==> config.mk <==
export PLATFORM = sky130hd
export DESIGN_NAME = core_wakeup_register_block_top
export DESIGN_NICKNAME = d
export VERILOG_FILES = /design/src/hdl/cwrb_pkg.sv /design/src/hdl/cwrb_ctrl.sv /design/src/hdl/cwrb_dp.sv /design/src/hdl/core_wakeup_register_block_top.sv
export VERILOG_INCLUDE_DIRS = /design/src /design/src/hdl
export SDC_FILE = /design/constraint.sdc
export NUM_CORES = 1
export LEC_CHECK = 0
export ABC_CLOCK_PERIOD_IN_PS = 10600
export BUFFER_PORTS_ARGS = -buffer_cell sky130_fd_sc_hd__buf_4
export CORE_AREA = 3 3 279 308
export DETAILED_ROUTE_END_ITERATION = 8
export DIE_AREA = 0 0 282 311
export PLACE_DENSITY = 0.48
export SETUP_SLACK_MARGIN = 0.05
export SYNTH_ARGS = -nofsm -noshare
export SYNTH_HDL_FRONTEND = slang
export SYNTH_SLANG_ARGS = --single-unit
==> constraint.sdc <==
create_clock -name i_clk -period 10.6 [get_ports i_clk]
set_clock_uncertainty 0.15 [all_clocks]
set_input_delay 2.12 -clock i_clk [delete_from_list [all_inputs] [get_ports i_clk]]
set_output_delay 2.12 -clock i_clk [all_outputs]
set_load 0.01 [all_outputs]
==> src/hdl/core_wakeup_register_block_top_assert.svh <==
// ----------------------------------------------------------------------------
// Wake-up register block assertion macros
// Concurrent assertion wrappers, clocked on i_clk and held off during reset.
// ----------------------------------------------------------------------------
`ifndef CORE_WAKEUP_REGISTER_BLOCK_TOP_ASSERT_SVH
`define CORE_WAKEUP_REGISTER_BLOCK_TOP_ASSERT_SVH
`ifndef SYNTHESIS
`define CWRB_ASSERT_RST(label, prop, msg) \
    label: assert property (@(posedge i_clk) disable iff (!i_rst_n) prop) else $error(msg);
`define CWRB_ASSERT_NEVER(label, cond, msg) \
    label: assert property (@(posedge i_clk) disable iff (!i_rst_n) !(cond)) else $error(msg);
`else
`define CWRB_ASSERT_RST(label, prop, msg)
`define CWRB_ASSERT_NEVER(label, cond, msg)
`endif
`endif

==> src/hdl/cwrb_pkg.sv <==
// ----------------------------------------------------------------------------
// Wake-up register block package
// Sizes, operation and result codes, register map and the command and status
// groups between the controller and the datapath.
// ----------------------------------------------------------------------------
`timescale 1ns / 1ps

package cwrb_pkg;

    localparam int NUM_CORES = 256;
    localparam int NWORDS    = (NUM_CORES + 63) / 64;
    localparam int WIDX_W    = (NWORDS > 1) ? $clog2(NWORDS) : 1;
    localparam int CORE_W    = WIDX_W + 6;
    localparam int BASE_W    = 13;

    localparam int OP_W      = 2;
    localparam int ADDR_W    = 12;
    localparam int BC_W      = 4;
    localparam int WDATA_W   = 32;
    localparam int KIND_W    = 2;
    localparam int WORDIX_W  = 6;
    localparam int MASK_W    = 64;
    localparam int CFGIX_W   = 2;
    localparam int CFGVAL_W  = 32;
    localparam int EOC_W     = 31;
    localparam int IN_DATA_W  = 48;
    localparam int OUT_DATA_W = 136;

    localparam int LAT_W     = 16;
    localparam int GS_W      = 6;
    localparam int REGIX_W   = 1;
    localparam int REGDATA_W = 16;

    localparam logic [REGIX_W-1:0] REG_WAKE_LATENCY = 1'b0;
    localparam logic [REGIX_W-1:0] REG_GROUP_SIZE   = 1'b1;

    localparam logic [OP_W-1:0] OP_WRITE = 2'd0;
    localparam logic [OP_W-1:0] OP_READ  = 2'd1;
    localparam logic [OP_W-1:0] OP_TICK  = 2'd2;

    localparam logic [KIND_W-1:0] KIND_ACK  = 2'd0;
    localparam logic [KIND_W-1:0] KIND_WAKE = 2'd1;
    localparam logic [KIND_W-1:0] KIND_CFG  = 2'd2;
    localparam logic [KIND_W-1:0] KIND_EOC  = 2'd3;

    localparam logic [BC_W-1:0] BYTES_WORD = 4'd4;

    localparam logic [ADDR_W-1:0] ADDR_EOC        = 12'h000;
    localparam logic [ADDR_W-1:0] ADDR_WAKE       = 12'h004;
    localparam logic [ADDR_W-1:0] ADDR_TILE_FIRST = 12'h008;
    localparam logic [ADDR_W-1:0] ADDR_TILE_LAST  = 12'h104;
    localparam logic [ADDR_W-1:0] ADDR_GROUP      = 12'h108;
    localparam logic [ADDR_W-1:0] ADDR_STRIDE     = 12'h10C;
    localparam logic [ADDR_W-1:0] ADDR_OFFSET     = 12'h110;
    localparam logic [ADDR_W-1:0] ADDR_CFG0_FIRST = 12'h068;
    localparam logic [ADDR_W-1:0] ADDR_CFG0_LAST  = 12'h074;
    localparam logic [ADDR_W-1:0] ADDR_CFG1_FIRST = 12'h078;
    localparam logic [ADDR_W-1:0] ADDR_CFG1_LAST  = 12'h084;

    localparam logic [WDATA_W-1:0] WAKE_ALL = 32'hFFFF_FFFF;

    typedef struct packed {
        logic capture;
        logic decode;
        logic mark_step;
        logic emit_pre;
        logic emit_ack;
        logic emit_wake;
    } t_dp_cmd;

    typedef struct packed {
        logic is_bus;
        logic tick_fire;
        logic mark_go;
        logic mark_done;
        logic pre_valid;
        logic out_free;
        logic wake_last;
    } t_dp_status;

endpackage

==> src/hdl/cwrb_ctrl.sv <==
// ----------------------------------------------------------------------------
// Wake-up register block controller
// Sequences capture, decode, mask marking and result emission for one word.
// ----------------------------------------------------------------------------
`timescale 1ns / 1ps

module cwrb_ctrl (
    input  logic                 i_clk,
    input  logic                 i_rst_n,
    input  logic                 i_in_valid,
    output logic                 o_in_ready,
    input  cwrb_pkg::t_dp_status i_status,
    output cwrb_pkg::t_dp_cmd    o_cmd
);

    localparam logic [2:0] S_IDLE   = 3'd0;
    localparam logic [2:0] S_DECODE = 3'd1;
    localparam logic [2:0] S_MARK   = 3'd2;
    localparam logic [2:0] S_PRE    = 3'd3;
    localparam logic [2:0] S_ACK    = 3'd4;
    localparam logic [2:0] S_WAKE   = 3'd5;

    logic [2:0] r_state;
    logic [2:0] n_state;

    always_comb begin
        n_state = r_state;
        o_cmd   = '0;
        unique case (r_state)
            S_IDLE: begin
                if (i_in_valid) begin
                    o_cmd.capture = 1'b1;
                    n_state       = S_DECODE;
                end
            end
            S_DECODE: begin
                o_cmd.decode = 1'b1;
                if (i_status.is_bus) begin
                    n_state = i_status.mark_go ? S_MARK : S_PRE;
                end else if (i_status.tick_fire) begin
                    n_state = S_WAKE;
                end else begin
                    n_state = S_IDLE;
                end
            end
            S_MARK: begin
                o_cmd.mark_step = 1'b1;
                if (i_status.mark_done) begin
                    n_state = S_PRE;
                end
            end
            S_PRE: begin
                if (!i_status.pre_valid) begin
                    n_state = S_ACK;
                end else if (i_status.out_free) begin
                    o_cmd.emit_pre = 1'b1;
                    n_state        = S_ACK;
                end
            end
            S_ACK: begin
                if (i_status.out_free) begin
                    o_cmd.emit_ack = 1'b1;
                    n_state        = S_IDLE;
                end
            end
            S_WAKE: begin
                if (i_status.out_free) begin
                    o_cmd.emit_wake = 1'b1;
                    if (i_status.wake_last) begin
                        n_state = S_IDLE;
                    end
                end
            end
            default: begin
                n_state = S_IDLE;
            end
        endcase
    end

    always_ff @(posedge i_clk) begin
        if (!i_rst_n) begin
            r_state <= S_IDLE;
        end else begin
            r_state <= n_state;
        end
    end

    assign o_in_ready = (r_state == S_IDLE);

endmodule

==> src/hdl/cwrb_dp.sv <==
// ----------------------------------------------------------------------------
// Wake-up register block datapath
// Holds the control registers, the pending wake mask, the marking walker,
// the wake countdown and the output register.
// ----------------------------------------------------------------------------
`timescale 1ns / 1ps

module cwrb_dp (
    input  logic                                i_clk,
    input  logic                                i_rst_n,
    input  logic [cwrb_pkg::OP_W-1:0]           i_opcode,
    input  logic [cwrb_pkg::ADDR_W-1:0]         i_address,
    input  logic [cwrb_pkg::BC_W-1:0]           i_byte_count,
    input  logic [cwrb_pkg::WDATA_W-1:0]        i_write_data,
    input  logic                                i_cfg_wr,
    input  logic [cwrb_pkg::REGIX_W-1:0]        i_cfg_index,
    input  logic [cwrb_pkg::REGDATA_W-1:0]      i_cfg_data,
    input  logic                                i_out_ready,
    input  cwrb_pkg::t_dp_cmd                   i_cmd,
    output cwrb_pkg::t_dp_status                o_status,
    output logic                                o_out_valid,
    output logic [cwrb_pkg::KIND_W-1:0]         o_out_kind,
    output logic [cwrb_pkg::WORDIX_W-1:0]       o_out_widx,
    output logic [cwrb_pkg::MASK_W-1:0]         o_out_mask,
    output logic [cwrb_pkg::CFGIX_W-1:0]        o_out_cfg_index,
    output logic                                o_out_cfg_bank,
    output logic [cwrb_pkg::CFGVAL_W-1:0]       o_out_cfg_value,
    output logic [cwrb_pkg::EOC_W-1:0]          o_out_eoc,
    output logic                                o_out_last
);

    localparam logic [1:0] MODE_STRIDE = 2'd0;
    localparam logic [1:0] MODE_TILE   = 2'd1;
    localparam logic [1:0] MODE_GROUP  = 2'd2;

    localparam logic [cwrb_pkg::BASE_W-1:0] CORES_B =
        cwrb_pkg::BASE_W'(cwrb_pkg::NUM_CORES);

    logic [cwrb_pkg::OP_W-1:0]      r_op;
    logic [cwrb_pkg::ADDR_W-1:0]    r_addr;
    logic [cwrb_pkg::BC_W-1:0]      r_bc;
    logic [cwrb_pkg::WDATA_W-1:0]   r_data;

    logic [cwrb_pkg::LAT_W-1:0]     r_wake_latency;
    logic [cwrb_pkg::GS_W-1:0]      r_group_size;

    logic [cwrb_pkg::MASK_W-1:0]    r_pend [cwrb_pkg::NWORDS];
    logic                           r_armed;
    logic [cwrb_pkg::LAT_W-1:0]     r_countdown;
    logic [cwrb_pkg::WDATA_W-1:0]   r_stride;
    logic [cwrb_pkg::WDATA_W-1:0]   r_offset;
    logic                           r_eoc_done;
    logic                           r_pre_valid;
    logic                           r_pre_eoc;

    logic [1:0]                     r_mode;
    logic [cwrb_pkg::BASE_W-1:0]    r_base;
    logic [5:0]                     r_t;
    logic [4:0]                     r_g;
    logic [cwrb_pkg::BASE_W-1:0]    n_base;
    logic [5:0]                     n_t;
    logic [4:0]                     n_g;

    logic [cwrb_pkg::WIDX_W-1:0]    r_widx;
    logic                           r_out_valid;

    // Decode of the captured word.
    logic       is_w4;
    logic       eoc_hit;
    logic       wake_hit;
    logic       wake_all;
    logic       tile_hit;
    logic       group_hit;
    logic       cfg0_hit;
    logic       cfg1_hit;
    logic       single_ok;
    logic       tick_fire;
    logic [9:0] tile_grp_full;
    logic [11:0] tile_base;
    logic [11:0] cfg_off;

    always_comb begin
        is_w4     = (r_op == cwrb_pkg::OP_WRITE) && (r_bc == cwrb_pkg::BYTES_WORD);
        eoc_hit   = is_w4 && (r_addr == cwrb_pkg::ADDR_EOC) && r_data[0] && !r_eoc_done;
        wake_hit  = is_w4 && (r_addr == cwrb_pkg::ADDR_WAKE);
        wake_all  = wake_hit && (r_data == cwrb_pkg::WAKE_ALL);
        tile_hit  = is_w4 && (r_addr >= cwrb_pkg::ADDR_TILE_FIRST)
                    && (r_addr <= cwrb_pkg::ADDR_TILE_LAST) && (r_addr[1:0] == 2'b00);
        group_hit = is_w4 && (r_addr == cwrb_pkg::ADDR_GROUP);
        cfg0_hit  = is_w4 && (r_addr >= cwrb_pkg::ADDR_CFG0_FIRST)
                    && (r_addr <= cwrb_pkg::ADDR_CFG0_LAST) && (r_addr[1:0] == 2'b00);
        cfg1_hit  = is_w4 && (r_addr >= cwrb_pkg::ADDR_CFG1_FIRST)
                    && (r_addr <= cwrb_pkg::ADDR_CFG1_LAST) && (r_addr[1:0] == 2'b00);
        single_ok = wake_hit && !wake_all
                    && (r_data < cwrb_pkg::WDATA_W'(cwrb_pkg::NUM_CORES));
        tick_fire = (r_op == cwrb_pkg::OP_TICK) && r_armed && (r_countdown <= 16'd1);
        tile_grp_full = r_addr[11:2] - 10'd2;
        tile_base = tile_grp_full[5:0] * {6'd0, r_group_size};
        cfg_off   = (r_addr >= cwrb_pkg::ADDR_CFG1_FIRST) ?
                    (r_addr - cwrb_pkg::ADDR_CFG1_FIRST) :
                    (r_addr - cwrb_pkg::ADDR_CFG0_FIRST);
    end

    // One step of the marking walk per cycle.
    logic                        step_mark;
    logic                        step_done;
    logic                        grp_adv;
    logic [cwrb_pkg::BASE_W-1:0] core;
    logic [cwrb_pkg::BASE_W-1:0] core_inc;
    logic [cwrb_pkg::BASE_W-1:0] base_gs;
    logic [32:0]                 stride_sum;
    logic [cwrb_pkg::WDATA_W-1:0] stride_eff;
    logic [5:0]                  gs_lim;
    logic [5:0]                  t_inc;

    always_comb begin
        core       = r_base + cwrb_pkg::BASE_W'(r_t);
        core_inc   = core + 13'd1;
        base_gs    = r_base + cwrb_pkg::BASE_W'(r_group_size);
        stride_eff = (r_stride == '0) ? 32'd1 : r_stride;
        stride_sum = 33'(r_base) + {1'b0, stride_eff};
        gs_lim     = (r_group_size > 6'd32) ? 6'd32 : r_group_size;
        t_inc      = r_t + 6'd1;
        step_mark  = 1'b0;
        step_done  = 1'b0;
        grp_adv    = 1'b0;
        n_base     = r_base;
        n_t        = r_t;
        n_g        = r_g;
        unique case (r_mode)
            MODE_STRIDE: begin
                step_mark = 1'b1;
                step_done = stride_sum >= 33'(cwrb_pkg::NUM_CORES);
                n_base    = stride_sum[cwrb_pkg::BASE_W-1:0];
            end
            MODE_TILE: begin
                step_mark = r_data[r_t[4:0]];
                step_done = (t_inc >= gs_lim) || (core_inc >= CORES_B);
                n_t       = t_inc;
            end
            MODE_GROUP: begin
                if (r_data[r_g]) begin
                    step_mark = 1'b1;
                    grp_adv   = (t_inc >= r_group_size);
                end else begin
                    grp_adv   = 1'b1;
                end
                if (grp_adv) begin
                    step_done = (r_g == 5'd31) || (base_gs >= CORES_B);
                    n_g       = r_g + 5'd1;
                    n_base    = base_gs;
                    n_t       = '0;
                end else begin
                    step_done = core_inc >= CORES_B;
                    n_t       = t_inc;
                end
            end
            default: begin
                step_done = 1'b1;
            end
        endcase
        step_mark = step_mark && (core < CORES_B);
    end

    logic                        mark_en;
    logic [cwrb_pkg::CORE_W-1:0] mark_idx;

    assign mark_en  = (i_cmd.decode && single_ok) || (i_cmd.mark_step && step_mark);
    assign mark_idx = i_cmd.decode ? r_data[cwrb_pkg::CORE_W-1:0]
                                   : core[cwrb_pkg::CORE_W-1:0];

    always_ff @(posedge i_clk) begin
        if (i_cmd.capture) begin
            r_op   <= i_opcode;
            r_addr <= i_address;
            r_bc   <= i_byte_count;
            r_data <= i_write_data;
        end
    end

    always_ff @(posedge i_clk) begin
        if (!i_rst_n) begin
            r_wake_latency <= 16'd1;
            r_group_size   <= 6'd4;
        end else if (i_cfg_wr) begin
            if (i_cfg_index == cwrb_pkg::REG_WAKE_LATENCY) begin
                r_wake_latency <= i_cfg_data;
            end else begin
                r_group_size <= i_cfg_data[cwrb_pkg::GS_W-1:0];
            end
        end
    end

    always_ff @(posedge i_clk) begin
        if (!i_rst_n) begin
            for (int i = 0; i < cwrb_pkg::NWORDS; i++) begin
                r_pend[i] <= '0;
            end
        end else begin
            if (mark_en) begin
                r_pend[mark_idx[cwrb_pkg::CORE_W-1:6]][mark_idx[5:0]] <= 1'b1;
            end
            if (i_cmd.emit_wake) begin
                r_pend[r_widx] <= '0;
            end
        end
    end

    always_ff @(posedge i_clk) begin
        if (!i_rst_n) begin
            r_armed     <= 1'b0;
            r_countdown <= '0;
            r_stride    <= 32'd1;
            r_offset    <= '0;
            r_eoc_done  <= 1'b0;
            r_pre_valid <= 1'b0;
            r_pre_eoc   <= 1'b0;
        end else if (i_cmd.decode) begin
            r_pre_valid <= eoc_hit || cfg0_hit || cfg1_hit;
            r_pre_eoc   <= eoc_hit;
            if (eoc_hit) begin
                r_eoc_done <= 1'b1;
            end
            if (is_w4 && (r_addr == cwrb_pkg::ADDR_STRIDE)) begin
                r_stride <= r_data;
            end
            if (is_w4 && (r_addr == cwrb_pkg::ADDR_OFFSET)) begin
                r_offset <= r_data;
            end
            if ((wake_hit || tile_hit || group_hit) && !r_armed) begin
                r_armed     <= 1'b1;
                r_countdown <= r_wake_latency;
            end
            if ((r_op == cwrb_pkg::OP_TICK) && r_armed) begin
                if (tick_fire) begin
                    r_armed     <= 1'b0;
                    r_countdown <= '0;
                end else begin
                    r_countdown <= r_countdown - 16'd1;
                end
            end
        end
    end

    always_ff @(posedge i_clk) begin
        if (i_cmd.decode) begin
            r_t <= '0;
            r_g <= '0;
            if (wake_all) begin
                r_mode <= MODE_STRIDE;
                r_base <= r_offset[cwrb_pkg::BASE_W-1:0];
            end else if (tile_hit) begin
                r_mode <= MODE_TILE;
                r_base <= {1'b0, tile_base};
            end else begin
                r_mode <= MODE_GROUP;
                r_base <= '0;
            end
            r_widx <= '0;
        end else begin
            if (i_cmd.mark_step) begin
                r_base <= n_base;
                r_t    <= n_t;
                r_g    <= n_g;
            end
            if (i_cmd.emit_wake) begin
                r_widx <= r_widx + 1'b1;
            end
        end
    end

    always_ff @(posedge i_clk) begin
        if (!i_rst_n) begin
            r_out_valid <= 1'b0;
        end else if (i_cmd.emit_pre || i_cmd.emit_ack || i_cmd.emit_wake) begin
            r_out_valid <= 1'b1;
        end else if (i_out_ready) begin
            r_out_valid <= 1'b0;
        end
    end

    always_ff @(posedge i_clk) begin
        if (i_cmd.emit_pre || i_cmd.emit_ack || i_cmd.emit_wake) begin
            o_out_kind      <= cwrb_pkg::KIND_ACK;
            o_out_widx      <= '0;
            o_out_mask      <= '0;
            o_out_cfg_index <= '0;
            o_out_cfg_bank  <= 1'b0;
            o_out_cfg_value <= '0;
            o_out_eoc       <= '0;
            o_out_last      <= 1'b0;
            if (i_cmd.emit_ack) begin
                o_out_last <= 1'b1;
            end else if (i_cmd.emit_wake) begin
                o_out_kind <= cwrb_pkg::KIND_WAKE;
                o_out_widx <= cwrb_pkg::WORDIX_W'(r_widx);
                o_out_mask <= r_pend[r_widx];
                o_out_last <= (r_widx == cwrb_pkg::WIDX_W'(cwrb_pkg::NWORDS - 1));
            end else if (r_pre_eoc) begin
                o_out_kind <= cwrb_pkg::KIND_EOC;
                o_out_eoc  <= r_data[31:1];
            end else begin
                o_out_kind      <= cwrb_pkg::KIND_CFG;
                o_out_cfg_index <= cfg_off[3:2];
                o_out_cfg_bank  <= (r_addr >= cwrb_pkg::ADDR_CFG1_FIRST);
                o_out_cfg_value <= r_data;
            end
        end
    end

    assign o_out_valid = r_out_valid;

    always_comb begin
        o_status.is_bus    = (r_op == cwrb_pkg::OP_WRITE) || (r_op == cwrb_pkg::OP_READ);
        o_status.tick_fire = tick_fire;
        o_status.mark_go   = (wake_all && (r_offset < cwrb_pkg::WDATA_W'(cwrb_pkg::NUM_CORES)))
                             || ((tile_hit || group_hit) && (r_group_size != '0));
        o_status.mark_done = step_done;
        o_status.pre_valid = r_pre_valid;
        o_status.out_free  = !r_out_valid || i_out_ready;
        o_status.wake_last = (r_widx == cwrb_pkg::WIDX_W'(cwrb_pkg::NWORDS - 1));
    end

endmodule

==> src/hdl/core_wakeup_register_block_top.sv <==
// ----------------------------------------------------------------------------
// Multicore wake-up register block
// Bus writes, bus reads and clock ticks arrive as words on the slave stream;
// results leave as words on the master stream, and two settings (wake latency
// and group size) are to be written through a separate write channel only
// while idle; the block itself does not enforce it. One word is handled at
// a time: a bus access passes through capture and decode, a marking walk
// when it marks by stride, tile or group mask, any setting or EOC result
// and the acknowledge. A tick passes through capture and decode, and the
// expiring tick emits the pending mask one 64-core word at a time. A new
// word is accepted while the last result still waits in the output
// register. Reset clears the pending mask, the countdown and the
// end-of-computation flag, and restores the settings. While the receiver
// stalls, the block holds its result and waits in the emitting step.
// ----------------------------------------------------------------------------
`timescale 1ns / 1ps
`include "core_wakeup_register_block_top_assert.svh"

module core_wakeup_register_block_top (
    input  logic                                 i_clk,
    input  logic                                 i_rst_n,
    input  logic                                 i_s_axis_tvalid,
    output logic                                 o_s_axis_tready,
    // address [11:0], byte_count [15:12], write_data [47:16]
    input  logic [cwrb_pkg::IN_DATA_W-1:0]       i_s_axis_tdata,
    // opcode [1:0]
    input  logic [cwrb_pkg::OP_W-1:0]            i_s_axis_tuser,
    output logic                                 o_m_axis_tvalid,
    input  logic                                 i_m_axis_tready,
    // word_index [5:0], wake_mask [69:6], cfg_index [71:70], cfg_bank [72],
    // cfg_value [104:73], eoc_value [135:105]
    output logic [cwrb_pkg::OUT_DATA_W-1:0]      o_m_axis_tdata,
    // kind [1:0]
    output logic [cwrb_pkg::KIND_W-1:0]          o_m_axis_tuser,
    output logic                                 o_m_axis_tlast,
    input  logic                                 i_cfg_valid,
    output logic                                 o_cfg_ready,
    input  logic [cwrb_pkg::REGIX_W-1:0]         i_cfg_index,
    input  logic [cwrb_pkg::REGDATA_W-1:0]       i_cfg_data
);

    cwrb_pkg::t_dp_cmd    cmd;
    cwrb_pkg::t_dp_status status;

    logic [cwrb_pkg::WORDIX_W-1:0] out_widx;
    logic [cwrb_pkg::MASK_W-1:0]   out_mask;
    logic [cwrb_pkg::CFGIX_W-1:0]  out_cfg_index;
    logic                          out_cfg_bank;
    logic [cwrb_pkg::CFGVAL_W-1:0] out_cfg_value;
    logic [cwrb_pkg::EOC_W-1:0]    out_eoc;

    assign o_cfg_ready = 1'b1;

    cwrb_ctrl u_ctrl (
        .i_clk      (i_clk),
        .i_rst_n    (i_rst_n),
        .i_in_valid (i_s_axis_tvalid),
        .o_in_ready (o_s_axis_tready),
        .i_status   (status),
        .o_cmd      (cmd)
    );

    cwrb_dp u_dp (
        .i_clk           (i_clk),
        .i_rst_n         (i_rst_n),
        .i_opcode        (i_s_axis_tuser),
        .i_address       (i_s_axis_tdata[11:0]),
        .i_byte_count    (i_s_axis_tdata[15:12]),
        .i_write_data    (i_s_axis_tdata[47:16]),
        .i_cfg_wr        (i_cfg_valid & o_cfg_ready),
        .i_cfg_index     (i_cfg_index),
        .i_cfg_data      (i_cfg_data),
        .i_out_ready     (i_m_axis_tready),
        .i_cmd           (cmd),
        .o_status        (status),
        .o_out_valid     (o_m_axis_tvalid),
        .o_out_kind      (o_m_axis_tuser),
        .o_out_widx      (out_widx),
        .o_out_mask      (out_mask),
        .o_out_cfg_index (out_cfg_index),
        .o_out_cfg_bank  (out_cfg_bank),
        .o_out_cfg_value (out_cfg_value),
        .o_out_eoc       (out_eoc),
        .o_out_last      (o_m_axis_tlast)
    );

    assign o_m_axis_tdata = {out_eoc, out_cfg_value, out_cfg_bank, out_cfg_index,
                             out_mask, out_widx};

    `CWRB_ASSERT_RST(a_one_word_at_a_time, i_s_axis_tvalid && o_s_axis_tready |=> !o_s_axis_tready, "word accepted while busy")
    `CWRB_ASSERT_RST(a_ack_is_last, o_m_axis_tvalid && (o_m_axis_tuser == cwrb_pkg::KIND_ACK) |-> o_m_axis_tlast, "acknowledge without last")
    `CWRB_ASSERT_NEVER(a_pre_not_last, o_m_axis_tvalid && o_m_axis_tlast && ((o_m_axis_tuser == cwrb_pkg::KIND_CFG) || (o_m_axis_tuser == cwrb_pkg::KIND_EOC)), "setting result marked last")

endmodule

**After elaboration in Yosys (flattened, before gate mapping)**

Memory sizes are Yosys's and may differ from the RTL's. A register that Yosys moved wholly into a read port is not among the register bits.
Cells that the tools add are included.
Widths: inputs -> output; s select.

- Equality and inequality tests: 24
- Multiplexer cells: 69
- Reduce and logical (&&, ||, !) cells: 74
- Add/sub/neg operators: 11
- Bitwise operators: 3
- Multipliers: 1
- $lt $le $gt $ge: 20

Operator list:

| cell | count |
|---|---|
| $mux 64 | 5 |
| $reduce_or 64->1 | 2 |
| $lt 32x9->1 const B | 2 |
| $mux 13 | 4 |
| $mux 16 | 3 |
| $eq 12x9->1 const B | 3 |
| $add 13x32->33 | 1 |
| $ge 33x9->1 const B | 1 |
| $eq 32x32->1 const B | 1 |
| $logic_not 32->1 | 1 |
| $mux 32 | 1 |
| $mux 1 | 31 |
| $logic_and 1x1->1 | 29 |
| $mux 3 | 9 |
| $add 13x6->13 | 2 |
| $ge 13x9->1 const B | 2 |
| $pmux 13 s2 | 1 |
| $ge 12x7->1 const B | 2 |
| $pmux 3 s6 | 1 |
| $le 16x1->1 const B | 1 |
| $sub 16x1->16 const B | 1 |
| $reduce_and 2->1 | 7 |
| $add 13x1->13 const B | 1 |
| $logic_or 1x1->1 | 13 |
| other kinds (49) | 78 |

- Input bits: 72
- RAM bits: 256
- Word-level logic and storage cells: 232
- Bits in registers: 263
- Memories: 1
- Output and inout bits: 142

Memory list:

| memory | depth | bits a word | read ports | clocked after memory_dff | wr ports | line | RTL |
|---|---|---|---|---|---|---|---|
| u_dp.r_pend | 4 | 64 | 1 | 1 | 4 | cwrb_dp.sv:47 | `logic [cwrb_pkg::MASK_W-1:0] r_pend [cwrb_pkg::NWORDS];` |

**Logic depth before layout (Yosys ltp)**

- Depth in word-level cells: 15
- Depth in mapped cells: 20
- Mapped depth without buffers: 20

**Modules after synthesis**

A second synthesis with hierarchy kept.

- Cells, all modules: 2748
- Area, all modules: 27000.9 um^2

Modules (own cells, without submodules):

| module | cells each | instances | sequential area each (um^2) | area an instance (um^2) |
|---|---|---|---|---|
| cwrb_dp | 2706 | 1 | 13533.0 | 26695.6 |
| cwrb_ctrl | 39 | 1 | 60.1 | 286.5 |
| core_wakeup_register_block_top | 3 | 1 | 0.0 | 18.8 |

**Least setup slack after synthesis**

OpenSTA, ideal clock, no wires.

- Kind: input -> register
- From: input port i_m_axis_tready
- To: register u_dp.o_out_cfg_bank (enable)
- Data arrival time: 7.974 ns
- Buffers on the path: 0
- Data required time: 9.819 ns
- Stages on the path: 3
- Path slack: 1.845 ns
- Cells stage by stage: nand2b_1 -> inv_1 -> nor2_1

- Word-level cells in the longest chain between the ends: 6
- Elaborated cells on any way between the ends: 8
- Classes of those cells: mux: 5; reduce/logical: 3

Ends and longest elaborated chain:

| element | line | RTL |
|---|---|---|
| from (decl) | core_wakeup_register_block_top.sv:29 | `input logic i_m_axis_tready,` |
| $logic_or 1x1->1 (*) | cwrb_dp.sv:320 | `o_status.out_free = !r_out_valid \|\| i_out_ready;` |
| $mux 1 (*) | cwrb_ctrl.sv:55, cwrb_ctrl.sv:61, cwrb_ctrl.sv:67 |  |
| $mux 1 | cwrb_ctrl.sv:53 | `if (!i_status.pre_valid) begin` |
| $mux 1 | cwrb_ctrl.sv:29 | `unique case (r_state)` |
| $logic_or 1x1->1 | cwrb_dp.sv:283 | `if (i_cmd.emit_pre \|\| i_cmd.emit_ack \|\| i_cmd.emit_wake) begin` |
| $logic_or 1x1->1 (*) | cwrb_dp.sv:283 |  |
| to (signal assigned) | cwrb_dp.sv:305 | `o_out_cfg_bank <= (r_addr >= cwrb_pkg::ADDR_CFG1_FIRST);` |
| to (decl) | cwrb_dp.sv:26 | `output logic o_out_cfg_bank,` |

Mark *: on every way between the ends. The rest lies on a longest branch, timed or not.
A chain may end at the register's enable or synchronous reset.

**Final worst setup path**

- From: register u_dp.r_addr[3] (netlist name)
- To: register u_dp.r_base[11] (netlist name) (data pin)

- Word-level cells in the longest chain between the ends: 7
- Elaborated cells on any way between the ends: 13
- Classes of those cells: add/sub: 1; mul: 1; order compare: 2; eq/ne: 1; mux: 3; reduce/logical: 5

Ends and longest elaborated chain:

| element | line | RTL |
|---|---|---|
| from (decl) | cwrb_dp.sv:40 | `logic [cwrb_pkg::ADDR_W-1:0] r_addr;` |
| from (signal assigned) | cwrb_dp.sv:175 | `r_addr <= i_address;` |
| branches (longest 5 deep; another with $mul 6x6->12) | n/a |  |
| $mux 13 (*) | cwrb_dp.sv:249 | `if (wake_all) begin` |
| $mux 13 (*) | cwrb_dp.sv:246 | `if (i_cmd.decode) begin` |
| to (signal assigned) | cwrb_dp.sv:251 | `r_base <= r_offset[cwrb_pkg::BASE_W-1:0];` |
| to (signal assigned) | cwrb_dp.sv:254 | `r_base <= {1'b0, tile_base};` |
| to (signal assigned) | cwrb_dp.sv:262 | `r_base <= n_base;` |
| to (decl) | cwrb_dp.sv:57 | `logic [cwrb_pkg::BASE_W-1:0] r_base;` |

Every way passes the cells marked *.

==> metrics list <==
- Run status: complete, no violations
* Number of hold-slack violations in the final timing report: 0
* Fraction of layout cells with a size suffix above 1: 17.62%
- Final design area excluding fillers: 33540 um^2
- The floorplan step set the die width to 282 um.
* Wirelength, routed: 87190 um
- For the pin with the worst max-slew slack, the measured transition is 1.209 ns.
- Power density normalized to cell area: 193.0 nW/um^2
- Post-route setup TNS: 0 ns
* Number of remaining DRC errors: 0
- Area added between synthesis and finish: 15.72%
- Gates resized during post-CTS repair numbered 0.
- The first TritonRoute pass finished after 5 iterations.
* Clk buf depth: 3
- Vias in the first global route: 21195
- Setup repair after global routing left no endpoint under its margin.
- The most used flip-flop cell after synthesis is edfxtp_1.
- On the critical path, the stage with the largest delay is an instance of fa_1.
- Number of vias in the routed layout: 20966
* Min Tclk post-route: 5.824 ns
- Hold/Removal Path Class: flop to flop
- STA classifies the critical path endpoint as a flop.
- Leakage power total: 0.01217 uW
* Main area contributors after synthesis: edfxtp_1 47%, dfxtp_1 8.5%, nor2_1 7.3%
- Floorplan die height: 311 um
* Hold bufs inserted after CTS: 0
- Die Outline Area: 87700 um^2
- Clock Pin Slew Worst Setup and Hold Paths: 0.06 ns
- Across the run, the number of max-cap violations was 0.
- In this design, the stage delay of the slowest critical-path cell is 0.54 ns.
* Crit-path max FO: 9
* Routed Antenna Nets: 0
- CTS tree: done
* CTS sink count: 579
- Headroom to the max-slew limit came out at 19.42%.
- The synthesized netlist occupies a cell area of 28980 um^2.
* Number of enable flip-flop cells after synthesis: 456
- At the end of the flow, the number of nets in the layout was 2953.
- The critical path in this run is classified as flop to flop.
- Port buffering added 208 buffers.
* Worst-skew pair later-pin latency: 0.61 ns
- Remaining Overflow, GRT: 0
- Setup bufs post-CTS: 0
- The share of synthesized area in the top cell type comes to 47.25%.
- Data on the critical path is required at its endpoint by 10.81 ns.
- Synthesis inferred 579 register bits.
* Top Ports: 214
* Via/cell ratio: 5.353
* Cell-by-cell listing of the critical path: inv_1 > ha_1 > nand2_1 > xor2_1 > nor2b_1 > fa_1 > inv_1 > fa_1 > fa_1 > inv_1 > ha_1 > nor2b_1 > o21ai_0 > a21boi_0 > o21ai_0 > a21boi_0 > o21a_1 > or3_1 > a32o_1 > a21o_1
* Initial Util: 34.84%
* Root Buffer Master: clkbuf_16
- Kind of start point of the critical path: flop
- Setup violations remaining at the end of the flow were counted as 0.
* Total routing usage reported by global routing: 19.75%
* IR drop worst, VDD: 103.8 uV
* Number of antenna violations at the first check in global routing: 2
- The detailed router finished its first iteration with 1618 violations.
- The first global-routing pass estimated 131700 um of wire.
- Static timing analysis puts the maximum clock frequency at 171.7 MHz.
- TritonCTS created 67 clock buffers.
- For this run, the number of Yosys warnings is 0.
* Count of different cell masters after synthesis: 88
- Number of standard-cell rows in the floorplan: 111
* Mapped Cells: 2662
* Total core area: 83190 um^2
- Summing all placed instances gives a cell area of 31350 um^2.
* Detailed placement HPWL: 55480 um
- Biggest area consumer among synthesized cells: edfxtp_1
- Share of the clock period used by the worst path after layout: 54.94%
* Largest net degree at the start of global routing: 136
- In the final routed layout, each cell accounts on average for 22.26 um.
* Asr flop ratio synth: 0%
* Clock H-tree levels: 3
- Seq/Total Area, Yosys: 55.74%
- The number of max-slew violations in the final report is 0.
- Cells fill 40.31% of the core in the end.
- Dividing the synthesized area by the synthesized cell count gives 10.89 um^2.
- RePlAce Congestion: 0.8702
- For the worst setup path, the data arrival time is 6.03 ns.
## critical path, delay by kind of cell, from the launching register on
family | cells | cell delay [ns]
AND/OR/NAND/NOR | 4 | 0.67
buffers and inverters | 3 | 0.28
AO/OA/AOI/OAI | 7 | 1.37
XOR/XNOR | 1 | 0.48
adder cells (fa/ha/maj) | 5 | 2.10
flip-flops | 1 | 0.53
## cells by family (layout without fill, tap and decap cells)
logic type	Yosys count	in the layout	synth area share, %
buf+inv	237	415	3.696
flops	579	579	55.74
compound gates	427	427	9.537
simple gates	1176	1176	18.12
xor+xnor	46	46	1.390
other cells	2	6	0.02591
mux	107	107	7.167
fa+ha+maj	88	88	4.317
## per-layer routing
layer / routed length, um / GRT usage [%] / share of wire [%]
met1: 36240 / 25.37 / 42
met3: 4558 / 2.956 / 5.2
met5: 14 / 0 / 0.016
met4: 2407 / 6.203 / 2.8
met2: 43970 / 34.13 / 50
## Yosys cell counts (13+ instances only)
| cell | n |
|---|---|
| nor2_1 | 566 |
| edfxtp_1 | 456 |
| nand2_1 | 263 |
| a21oi_1 | 188 |
| clkbuf_1 | 124 |
| dfxtp_1 | 123 |
| and2_1 | 110 |
| mux4_2 | 80 |
| ha_1 | 68 |
| o21ai_0 | 60 |
| inv_1 | 58 |
| a21oi_2 | 40 |
| and3_1 | 40 |
| nand3_1 | 40 |
| nor3_1 | 34 |
| xnor2_1 | 30 |
| nor4_1 | 25 |
| mux2i_1 | 23 |
| a211oi_1 | 21 |
| fa_1 | 20 |
| buf_4 | 19 |
| nand4_1 | 19 |
| a21o_1 | 17 |
| nand2b_1 | 16 |
| xor2_1 | 16 |
| buf_1 | 15 |
| nor2b_1 | 13 |
## sequential cells by signal (all words and copies together) (netlist names), 31 cells and up
| signal | count |
|---|---|
| u_dp.r_pend | 256 |
| u_dp.o_out_mask | 64 |
| u_dp.o_out_cfg_value | 32 |
| u_dp.r_data | 32 |
| u_dp.r_offset | 32 |
| u_dp.r_stride | 32 |
| u_dp.o_out_eoc | 31 |
## metrics by stage
stage / hold WS (ns) / power, uW / worst slack, ns / instances
after floorplan: 0.2811 / 3700 / 1.845 / 2665
final: 0.3081 / 6472 / 4.776 / 3917
after CTS: 0.3077 / 6533 / 4.790 / 3916
after global routing: 0.3296 / 6776 / 4.473 / 3916
after global placement: 0.2914 / 4175 / 4.900 / 3797
after detailed placement: 0.2995 / 4196 / 4.826 / 3797
## cell type report
class / count / area (um^2)
Antenna cell: 1 / 2.502
Multi-Input combinational cell: 1849 / 11840
Sequential cell: 579 / 16160
Timing Repair Buffer: 236 / 1784
Tap cell: 1073 / 1343
Fill cell: 7975 / 49650
Clock buffer: 88 / 1871
Inverter: 60 / 226.5
Clock inverter: 31 / 315.3
## report_power, final
part	switching (uW)	internal [uW]	total [uW]	leakage, uW
Combinational	802	483	1290	0.00581
Sequential	234	2640	2870	0.00529
Clock	947	1370	2320	0.00107
Total	1980	4490	6470	0.0122
## path summary, 6_finish.rpt
| kind | start | endpoint | slack [ns] | depth (start not counted) |
|---|---|---|---|---|
| worst max-delay path | u_dp.r_addr[3] | u_dp.r_base[11] | 4.78 | 20 |
| worst min-delay path | u_dp.r_offset[0] | u_dp.r_offset[0] | 0.31 | 2 |
| worst max register to register | u_dp.r_addr[3] | u_dp.r_base[11] | 4.78 | 20 |
| worst min register to register | u_dp.r_offset[0] | u_dp.r_offset[0] | 0.31 | 2 |
## layout by cell type (no fill, tap or decap), drive strengths merged, types with 20 or more instances in the layout
master,count
clkbuf,88
nor4,25
and3,42
clkinv,21
nand3,40
nor3,35
mux4,80
a211oi,23
fa,20
and2,111
mux2i,23
ha,68
a21oi,229
edfxtp,456
inv,64
nor2,567
buf,236
dfxtp,123
nand2,263
o21ai,62
xnor2,30
Power figures use the tool's default switching activity.
